### src/rtl/gn_ram.sv
// Generic synchronous RAM with one write port and two registered read ports.
`default_nettype none
module gn_ram #(
  parameter int DEPTH = 16,
  parameter int WIDTH = 8
) (
  input  wire logic                     clk_i,
  input  wire logic                     we_i,
  input  wire logic [$clog2(DEPTH)-1:0] waddr_i,
  input  wire logic [WIDTH-1:0]         wdata_i,
  input  wire logic                     re_i,
  input  wire logic [$clog2(DEPTH)-1:0] raddr_a_i,
  input  wire logic [$clog2(DEPTH)-1:0] raddr_b_i,
  output logic      [WIDTH-1:0]         rdata_a_o,
  output logic      [WIDTH-1:0]         rdata_b_o
);

  logic [WIDTH-1:0] mem_q [DEPTH];

  always_ff @(posedge clk_i) begin
    if (we_i) begin
      mem_q[waddr_i] <= wdata_i;
    end
  end

  always_ff @(posedge clk_i) begin
    if (re_i) begin
      rdata_a_o <= mem_q[raddr_a_i];
      rdata_b_o <= mem_q[raddr_b_i];
    end
  end

endmodule
`default_nettype wire

### config.mk
export PLATFORM = sky130hd
export DESIGN_NAME = gn_ram
export DESIGN_NICKNAME = d
export VERILOG_FILES = /design/src/rtl/gn_ram.sv
export SDC_FILE = /design/constraint.sdc
export NUM_CORES = 1
export LEC_CHECK = 0
export ABC_AREA = 0
export BUFFER_PORTS_ARGS = -buffer_cell sky130_fd_sc_hd__buf_2
export CAP_MARGIN = 20
export CORE_MARGIN = 2
export CORE_UTILIZATION = 60
export DETAILED_ROUTE_END_ITERATION = 8
export GPL_TIMING_DRIVEN = 0
export PLACE_DENSITY = 0.79
export SLEW_MARGIN = 30
export SYNTH_ARGS = -nofsm -noshare
export SYNTH_HDL_FRONTEND = slang
export SYNTH_SLANG_ARGS = --single-unit
### constraint.sdc
create_clock -name clk_i -period 3.7 [get_ports clk_i]
set_input_delay 0.185 -clock clk_i [delete_from_list [all_inputs] [get_ports clk_i]]
set_output_delay 0.185 -clock clk_i [all_outputs]
set_load 0.02 [all_outputs]
== Yosys cells after proc, flatten, opt, wreduce, memory -nomap -nowiden ==
Memories as Yosys holds them, arrays and structs flattened. A register that Yosys moved wholly into a read port is not among the register bits.
Index checks and enable logic that the tools add are counted.

* Register bits after elaboration: 0
* Memories: 1
* Bits in writable memories: 128
* Logic and storage cells: 3
* Output and inout bits: 16

{| class="wikitable"
|+ Memories
! memory !! words !! bits a word !! rd ports !! clocked after memory_dff !! wr ports !! line !! RTL
|-
| mem_q || 16 || 8 || 2 || 2 || 1 || 18 || <nowiki>logic [WIDTH-1:0] mem_q [DEPTH];</nowiki>
|}

* Muxes and demuxes: 2

{| class="wikitable"
|+ Operators by type and width
! kind !! number
|-
| $mux W1 || 2
|}

== Logic depth before layout (Yosys ltp) ==
* Word-level depth: 2
* Gate-level depth with buffers: 5

== Worst setup path before layout ==
No wires, ideal clock.

* Path kind: input port to flip-flop
* Start point: input port waddr_i[2]
* End point: memory mem_q[0][0] (enable)
* Data required time: 3317 ps
* Slack: 2022 ps
* Library setup time: 383 ps
* Path buffers: 0
* Arrival: 1295 ps
* Stages: 2
* Cell sequence: or3b_2 -> nor3_1

{| class="wikitable"
|+ RTL lines
! item !! line !! RTL
|-
| start, declared || 9 || <nowiki>input wire logic [$clog2(DEPTH)-1:0] waddr_i,</nowiki>
|-
| end, declared || 18 ||
|}

Straight into the memory's write port.

==> results.toml <==
[status]
outcome = "completed"

[run]
max-cap-violations = 0

[routing]
ant_nets = 0
drc = 0
vias = 3516
viasPerCell = 6.80
wl_per_cell_um = 28.5
wl_mm = 14.7
drtIter0Drc = 435
firstDrtPassIters = 5

[logic_synthesis]
synth-seq-cells = 144
synth_area_leaders = "edfxtp_1 (66%), mux4_2 (12%), mux4_1 (11%), a22oi_1 (3.7%), buf_6 (1.0%)"
synthesis.area_mm2 = 0.00651
synth.top_cell.area_share_pct = 66.5
ys_seq_area_share_pct = 66.5
ys_async_sr_fraction_pct = 0
syn-instance-count = 307
synth_cell_types = 19
syn_nets = 330
synth_top_cell_by_area = "edfxtp_1"
postSynthAreaPerCell_um2 = 21.2
ys.flop_type = "edfxtp_1"
yosysWarnings = 0
synth-edff-count = 144

[global_route]
grt_overflow = 0
grt_pass1_wl_mm = 21.2
grt_max_degree = 17
track_usage_pct = 27.3
antenna_found_initial = 0
first_global_vias = 3567

[sta]
tns_ns = 0
skew_ns = 0.00666
tightest_slew_ns = 1.01
rsz0062_at_grt = "no"
period_share_pct = 45.1
maxSlewViolCount = 0
hold_ws_ns = 0.0375
finalHoldViolCount = 0
timing.fmax_mhz = 599
layout_min_cycle_time_ns = 1.67
setup_viol = 0
slew_headroom_pct = 32.1

[pwr]
p_leak_uw = 0.00256
ir_worst_vdd_v = 0.000309
power_density_mw_per_mm2 = 509

[critical_path]
cp.arrival_ns = 1.94
startpoint_type = "register"
cp_data_required_time_ns = 3.97
worst_setup_path_end_kind = "register"
critPathKind = "reg2reg"
cp_max_fo = 2

[floorplanning]
fp.dieH_um = 108
dieArea_mm2 = 0.0117
die_x_um = 108
core_area_mm2 = 0.0107
ios = 39
start_util_pct = 60.8
rows = 38

[finish]
fillers = 656
antenna_cells = 0
layout-drive-gt1-share_pct = 34.7
syn_to_final_growth_pct = 14.9
nets = 387

[clock_tree]
ctsHtreeMaxLevel = 4
clockBufferDepth = 2
clkSinkCount = 144
post_cts_resized = 0
cts-root-buf = "clkbuf_8"
postCtsSetupBuffers = 0
holdBufCountCts = 0
tritoncts = "done"
cts_buffers = 17
insertion_delay_ns = 0.53
clkTransAtPathRegs_ns = 0.06

[place]
place_hpwl_mm = 9.50
place_congestion = 0.795
port-buffer-count = 36

[hold_path]
min_path_type = "in2reg"
## final cells by class
type | count | area [µm²] | share of cell area, %
plain buffers | 20 | 173 | 2.31
clock buffers | 21 | 429 | 5.74
clock inverters | 11 | 140 | 1.87
multi-input cells | 143 | 2040 | 27.3
flip-flops and latches | 144 | 4320 | 57.8
well taps | 140 | 175 | 2.34
repair buffers | 38 | 195 | 2.61
## registers in the layout, summed over array words and instances (netlist names)
signal,cells
mem_q,128
rdata_a_o,8
rdata_b_o,8
## per-stage QoR
step / std cells / power [µW] / utilization (%) / cell area (µm²) / setup slack, ns
3_3_place_gp: 483 / 2180 / 64.1 / 6860 / 1.25
3_5_place_dp: 485 / 2190 / 64.5 / 6900 / 1.61
2_1_floorplan: 307 / 2080 / - / 6510 / 2.02
4_1_cts: 517 / 3820 / 69.8 / 7470 / 2.03
5_1_grt: 517 / 3910 / 69.9 / 7480 / 1.98
6_report: 517 / 3800 / 69.9 / 7480 / 2.03
## critical path: stages, from the launching register on
cell,delay (ns)
edfxtp_1,0.39
mux4_4,0.62
a22oi_1,0.30
nand2_1,0.11
## metal layers
metal	GRT usage [%]	wire length [µm]	vias up
li1	-	-	1476
met1	35.8	5440	1802
met2	44.7	7590	213
met3	7.17	1360	25
met4	10.7	333	0
met5	0	0	-
## kinds of logic (layout without fill, tap and decap cells)
| kind of cell | Yosys count | in the layout | share of synthesized area, % |
|---|---|---|---|
| multiplexers | 64 | 64 | 23.8 |
| buffers and inverters | 20 | 90 | 2.65 |
| AND/OR/NAND/NOR | 47 | 47 | 3.35 |
| AO/OA/AOI/OAI | 32 | 32 | 3.69 |
| flip-flops | 144 | 144 | 66.5 |
## placed cells by master, fill, tap and decap left out
cell,instances
clkinv_4,3
buf_2,42
clkdlybuf4s25_2,6
a22oi_1,32
nand2_1,17
nor2b_1,2
or3b_2,1
buf_6,6
nor2_1,9
clkbuf_16,16
clkbuf_8,1
edfxtp_1,144
mux4_4,2
nand3_1,1
nand2b_1,2
bufinv_16,3
mux4_1,28
clkinv_1,1
buf_4,4
and2b_1,2
nor2_2,5
clkbuf_1,4
nand3b_1,2
nor3_2,4
clkinv_2,4
mux4_2,34
and2_1,2
## where the power goes
group / internal [µW] / switching, µW / leakage (µW)
registers: 1850 / 14.1 / 0.00132
logic: 127 / 171 / 0.000965
clock network: 1020 / 623 / 0.000281
## final timing paths
path / startpoint / end / slack (ns) / depth (start not counted)
setup / recovery: mem_q[2][7] / rdata_b_o[7] / 2.03 / 3
hold / removal: wdata_i[6] / mem_q[0][6] / 0.04 / 1
setup reg to reg: mem_q[2][7] / rdata_b_o[7] / 2.03 / 3
hold reg to reg: mem_q[14][2] / rdata_b_o[2] / 0.78 / 3
## cell usage after synthesis (4+ instances only)
master,n
buf_2,6
buf_6,6
edfxtp_1,144
mux4_1,28
nand2_1,17
a22oi_1,32
nor3_1,4
clkdlybuf4s25_2,6
mux4_2,34
nor2_1,14
Power figures use the tool's default switching activity.
