## src/rtl/gn_pkg.sv

```systemverilog
// Shared constants and types for the gradient noise pipeline.
`default_nettype none
package gn_pkg;

  localparam int TABLE_DEPTH = 4096;
  localparam int TBL_AW      = $clog2(TABLE_DEPTH);
  localparam int COORD_BITS  = 12;
  localparam int FRAC_BITS   = 16;
  localparam int CELL_W      = 6;
  localparam int SIZE_W      = 13;
  localparam int GRAD_W      = 16;
  localparam int OUT_W       = 16;

  localparam int NUM_W       = COORD_BITS + CELL_W;
  localparam int QUO_W       = NUM_W + FRAC_BITS;
  localparam int DIV_STAGES  = QUO_W;

  localparam int DX_W        = FRAC_BITS + 1;
  localparam int PROD_W      = GRAD_W + DX_W;
  localparam int DOT_SH      = FRAC_BITS - 8;
  localparam int DOT_W       = PROD_W + 1 - DOT_SH;
  localparam int WGT_W       = FRAC_BITS + 2;
  localparam int LERP_W      = DOT_W + 1;
  localparam int MUL1_W      = LERP_W + WGT_W;
  localparam int MUL2_W      = LERP_W + 1 + WGT_W;

  localparam int IP_STAGES   = 8;
  localparam int LOAD_STG    = DIV_STAGES + 1;
  localparam int PIPE_STAGES = LOAD_STG + 2 + IP_STAGES;

  localparam logic [SIZE_W-1:0] WIDTH_RST  = SIZE_W'(4096);
  localparam logic [SIZE_W-1:0] HEIGHT_RST = SIZE_W'(4096);
  localparam logic [CELL_W-1:0] CELLS_RST  = CELL_W'(16);

  typedef enum logic [1:0] {
    CFG_WIDTH   = 2'd0,
    CFG_HEIGHT  = 2'd1,
    CFG_CELLS_X = 2'd2,
    CFG_CELLS_Y = 2'd3
  } cfg_idx_e;

  typedef enum logic {
    ACT_LOAD = 1'b0,
    ACT_EVAL = 1'b1
  } action_e;

  typedef struct packed {
    logic signed [GRAD_W-1:0] gy;
    logic signed [GRAD_W-1:0] gx;
  } grad_t;

  typedef struct packed {
    grad_t g00;
    grad_t g10;
    grad_t g01;
    grad_t g11;
  } corners_t;

  typedef struct packed {
    action_e             act;
    logic [TBL_AW-1:0]   ti;
    grad_t               g;
  } load_t;

endpackage
`default_nettype wire

```

## src/rtl/gn_div.sv

```systemverilog
// Pipelined restoring divider, one quotient bit per stage.
`default_nettype none
module gn_div (
  input  wire logic                           clk_i,
  input  wire logic                           en_i,
  input  wire logic [gn_pkg::NUM_W-1:0]       num_i,
  input  wire logic [gn_pkg::SIZE_W-1:0]      den_i,
  output logic      [gn_pkg::QUO_W-1:0]       quo_o
);
  import gn_pkg::*;

  logic [SIZE_W-1:0] rem_q  [DIV_STAGES];
  logic [QUO_W-1:0]  word_q [DIV_STAGES];

  for (genvar s = 0; s < DIV_STAGES; s++) begin : g_stg
    logic [SIZE_W-1:0] rem_in;
    logic [QUO_W-1:0]  word_in;
    logic [SIZE_W:0]   trial;
    logic              ge;

    if (s == 0) begin : g_first
      assign rem_in  = '0;
      assign word_in = {num_i, {FRAC_BITS{1'b0}}};
    end else begin : g_next
      assign rem_in  = rem_q[s-1];
      assign word_in = word_q[s-1];
    end

    assign trial = {rem_in, word_in[QUO_W-1]};
    assign ge    = (trial >= {1'b0, den_i});

    always_ff @(posedge clk_i) begin
      if (en_i) begin
        rem_q[s]  <= ge ? SIZE_W'(trial - {1'b0, den_i}) : trial[SIZE_W-1:0];
        word_q[s] <= {word_in[QUO_W-2:0], ge};
      end
    end
  end

  assign quo_o = word_q[DIV_STAGES-1];

endmodule
`default_nettype wire

```

## config.mk

```make
export PLATFORM = sky130hd
export DESIGN_NAME = gn_div
export DESIGN_NICKNAME = d
export VERILOG_FILES = /design/src/rtl/gn_pkg.sv /design/src/rtl/gn_div.sv
export SDC_FILE = /design/constraint.sdc
export NUM_CORES = 2
export LEC_CHECK = 0
export BUFFER_PORTS_ARGS = -buffer_cell sky130_fd_sc_hd__buf_4
export CAP_MARGIN = 40
export CORE_UTILIZATION = 35
export CTS_CLUSTER_SIZE = 24
export DETAILED_ROUTE_END_ITERATION = 10
export GPL_ROUTABILITY_DRIVEN = 1
export PLACE_DENSITY_LB_ADDON = 0.2
export SLEW_MARGIN = 15
export SYNTH_ARGS = -nofsm -noshare
export SYNTH_HDL_FRONTEND = slang
export SYNTH_SLANG_ARGS = --single-unit
export TNS_END_PERCENT = 5
```

## constraint.sdc

```tcl
create_clock -name clk_i -period 7.65 [get_ports clk_i]
set_clock_uncertainty 0.1 [all_clocks]
set_input_delay 1.53 -clock clk_i [delete_from_list [all_inputs] [get_ports clk_i]]
set_output_delay 1.53 -clock clk_i [all_outputs]
set_load 0.02 [all_outputs]
```

# Word level (Yosys, flattened, before mapping)
# Memories as Yosys holds them, arrays and structs flattened.
# Index checks and enable logic that the tools add are counted.
dict set report op_classes {
  bitwise_logic 0
  n_shift 0
  n_addsub 34
  reduce_logical 0
  div_mod_pow 0
  mul 0
  muxes 36
  order_cmp 34
  n_eq_ne 0
}
# operator n
set ops {}
lappend ops {{>= comparator 14 x 13 -> 1 bit} 33}
lappend ops {{two-way mux 13 bit} 34}
lappend ops {{subtractor 13 bit} 33}
lappend ops {{>= comparator 1 x 13 -> 1 bit} 1}
lappend ops {{subtractor 1 x 13 -> 13 bit} 1}
lappend ops {{two-way mux 1 bit} 2}
dict set report totals {
  elab_cells 106
  n_memories 2
  mem_bits_rw 1598
  register_bits 0
  in_bits 33
  rom_bits 0
  out_inout_bits 34
  latch_bits 0
}
# name depth word_bits read_ports rd_ports_with_merged_regs wr line
set memory_table {}
lappend memory_table {word_q 34 34 34 0 34 gn_div.sv:13} ;# logic [QUO_W-1:0] word_q [DIV_STAGES];
lappend memory_table {rem_q 34 13 33 0 34 gn_div.sv:12} ;# logic [SIZE_W-1:0] rem_q [DIV_STAGES];

# Longest topological paths before layout
# An unclocked memory read counts as a cell.
dict set report depth {
  ltp_word 3
  depth_mapped 12
  depth_no_buf 10
}

# Least setup slack after synthesis
# Ideal clock, no wire load.
dict set report synth_path {
  path_kind {input to register}
  startpoint {input den_i[0] (netlist name)}
  endpoint {memory rem_q[19][10], data pin}
  cell_stages 12
  arrival_time_ns 5.267
  n_path_buf 3
  slack_ns 2.024
  setup_ns 0.260
  required_time_ns 7.290
  cell_sequence {clkbuf_1 > inv_1 > clkbuf_1 > fa_1 > a211oi_1 > o21bai_1 > nor2_1 > o41ai_1 > a21oi_1 > inv_1 > buf_4 > mux2_2}
}
# element line
set synth_rtl {}
lappend synth_rtl {{start: declaration} gn_div.sv:7} ;# input wire logic [gn_pkg::SIZE_W-1:0] den_i,
lappend synth_rtl {{end: declaration} gn_div.sv:12}

==> results.ini <==
[run_status]
status = complete, no violations

[setup_path]
cp-end-kind = flip-flop
crit_arrival_ps = 5380
cp.required_ps = 8070
crit_buf_inv = 4
slowest_delay_ps = 730
crit_family = compound AO/OA/AOI/OAI gates
path_cells = buf_4 -> clkinv_1 -> buf_4 -> buf_4 -> ha_1 -> a211oi_1 -> o21ai_1 -> a211oi_2 -> o31ai_1 -> a41oi_2 -> mux2_2
path_class = input port to flip-flop
crit_slowest_cell = a41oi_2
cp_max_fo = 16
crit_top_cell = buf_4
worstSetupStartpointType = input port

[sta]
hold_slack_ps = 299
finalSetupViolCount = 0
fin_crit_ps = 4960
fmax_mhz = 202
slew_headroom_pct = 29.2
tightest_slew_ps = 1060
slew_violations = 0
setup-tns-final_ps = 0
hold_viol = 0
rsz0062_at_grt = false
period_share_pct = 64.8

[finish]
diodes = 0
drive_gt1_share_pct = 15.0
fillers = 15900
fin_nets = 5129
syn_to_final_growth_pct = 13.9

[routing]
viasPerCell = 5.08
wl_per_cell_um = 17.3
postRouteAntennaNets = 0
wl_um = 122000
vias = 35800
first_iter_violations = 2033
drtPass1Iterations = 5
drc = 0

[clocking]
cts_tree = done
clock-sinks = 1177
clk_latency_ps = 790
post_cts_buffers = 0
cts_made_buffers = 143
cts-resized-gates = 0
cts_htree_levels = 4
clock-root-buffer = clkbuf_16
cts_hold_buffers = 0
path_clk_slew_ps = 60
cts_buffer_depth = 3

[power_and_ir_drop]
vdd_ir_drop_max_mv = 0.276
p_leak_nw = 25.7
powerDensity_nw_per_um2 = 422

[global_route]
grt_pass1_wl_um = 193000
overflow = 0
grt_pass1_vias = 35300
antenna_found_initial = 0
grt_max_degree = 162
track_usage_pct = 13.9

[logic_synthesis]
yosys_warnings = 0
synthArstFlopShare_pct = 0
ys_seq_area_share_pct = 58.7
syn-cell-area_sq_um = 60200
yosys.area.top_type_share_pct = 58.7
ys.flop_type = edfxtp_1
synth_edf_count = 1177
yosys.area.top_type = edfxtp_1
synth_common_cells = edfxtp_1 (1177), ha_1 (430), mux2_2 (321)
synth_most_common_cell = edfxtp_1
ys_seq_elements = 1177
syn-num-nets = 4914
synth_cell_type_count = 83
synth_area_leaders = edfxtp_1 (59%), ha_1 (8.9%), mux2_2 (6.0%), xnor2_1 (2.7%), a21oi_1 (2.3%)
syn_inst = 4419
syn_avg_cell_area_sq_um = 13.6

[die]
floorplan.initialDensity_pct = 35.4
dieWidth_um = 417
core_area_sq_um = 170000
die-area_sq_um = 174000
io_pins = 67
die_height_um = 417
row_count = 151

[min_path]
min_path_type = flip-flop to flip-flop

[placement]
place_congestion = 0.858
dpl.hpwl_um = 80200
port_buffers = 66

[job]
max-cap-violations = 0

==> cells in the final DEF, fill, tap and decap left out, types with 15 or more instances in the layout <==
| cell | netlist | routed |
|---|---|---|
| edfxtp_1 | 1177 | 1177 |
| ha_1 | 430 | 430 |
| mux2_2 | 321 | 321 |
| a21oi_1 | 280 | 279 |
| nor2_1 | 274 | 274 |
| xnor2_1 | 185 | 185 |
| nand2_1 | 167 | 167 |
| o21ai_0 | 158 | 158 |
| clkbuf_16 | 0 | 145 |
| inv_1 | 147 | 134 |
| a21o_1 | 125 | 125 |
| buf_4 | 7 | 109 |
| xor2_1 | 90 | 90 |
| a211oi_1 | 78 | 78 |
| nor3_1 | 78 | 78 |
| o21a_1 | 72 | 72 |
| nand2b_1 | 69 | 69 |
| mux2i_1 | 67 | 67 |
| nand3_1 | 56 | 56 |
| nand4_1 | 55 | 55 |
| nor2b_1 | 53 | 53 |
| clkinv_1 | 0 | 48 |
| and3_1 | 34 | 34 |
| fa_1 | 32 | 32 |
| o21bai_1 | 28 | 28 |
| clkbuf_1 | 25 | 27 |
| o2111ai_1 | 25 | 25 |
| clkinv_2 | 0 | 23 |
| o211ai_1 | 22 | 22 |
| and2_1 | 21 | 21 |
| o31ai_1 | 20 | 20 |
| a21boi_0 | 19 | 19 |
| nor4_1 | 20 | 19 |
| a31oi_1 | 18 | 18 |
| or2_2 | 18 | 18 |
| a2111oi_0 | 15 | 15 |
==> cells by family (layout without fill, tap and decap cells) <==
logic type               count (synthesis)  in the layout  share of synthesized area (%)
adder cells (fa/ha/maj)                462            462                           9.99
buffers and inverters                  205            537                           1.42
AND/OR/NAND/NOR                        895            895                           7.31
multiplexers                           394            394                           7.26
flip-flops                            1177           1177                           58.7
XOR/XNOR                               275            275                           4.00
AO/OA/AOI/OAI                         1011           1011                           11.3
==> metal layers <==
metal	vias up	part of all wire (%)	track usage, %
li1	17600	-	-
met1	17300	48	19.0
met2	598	46	22.4
met3	190	3.7	2.38
met4	0	2.5	4.55
met5	-	0	0
==> flip-flops by register name (all words and copies together) (netlist names) <==
signal and count:
rem_q 429, word_q 748
==> path summary, 6_finish.rpt <==
check	startpoint	to	slack (ps)	depth (start not counted)
max	den_i[3]	rem_q[30][9]	2690	11
min	word_q[16][13]	word_q[17][14]	300	0
max reg2reg	word_q[12][33]	rem_q[13][9]	4240	9
min reg2reg	word_q[16][13]	word_q[17][14]	300	0
==> per-stage QoR <==
step	instance area, sq um	power [mW]	worst slack [ps]	std cells	util (%)
finish	68600	28.9	2690	7046	40.3
global route	68600	31.0	2420	7046	40.3
CTS	68600	29.3	2640	7043	40.3
detailed placement	63900	22.4	1810	6781	37.6
global placement	63800	22.2	1560	6770	37.5
floorplan	60200	19.7	2020	4419	-
==> power by group <==
| part | internal, mW | switching, mW | leakage, nW |
|---|---|---|---|
| clock network | 3.88 | 2.75 | 2.24 |
| logic | 5.84 | 6.13 | 12.0 |
| registers | 9.46 | 0.872 | 11.5 |
| total | 19.2 | 9.75 | 25.7 |
==> worst reg2reg max path, cell delays in order (launching register included) <==
cell	delay [ps]
edfxtp_1	400
inv_1	90
ha_1	210
fa_1	420
nand2b_1	190
a211oi_1	250
a211oi_1	160
o21a_1	280
a21oi_2	650
mux2_2	410
==> final cells by class <==
type	instances	area (sq um)	area share, %
timing repair buffer	127	1180	1.72
sequential	1177	35300	51.5
tap	2295	2870	4.18
clock buffer	172	3730	5.43
clock inverter	90	891	1.30
inverter	148	556	0.809
multi-input combinational	3037	24100	35.1
Power figures use the tool's default switching activity.
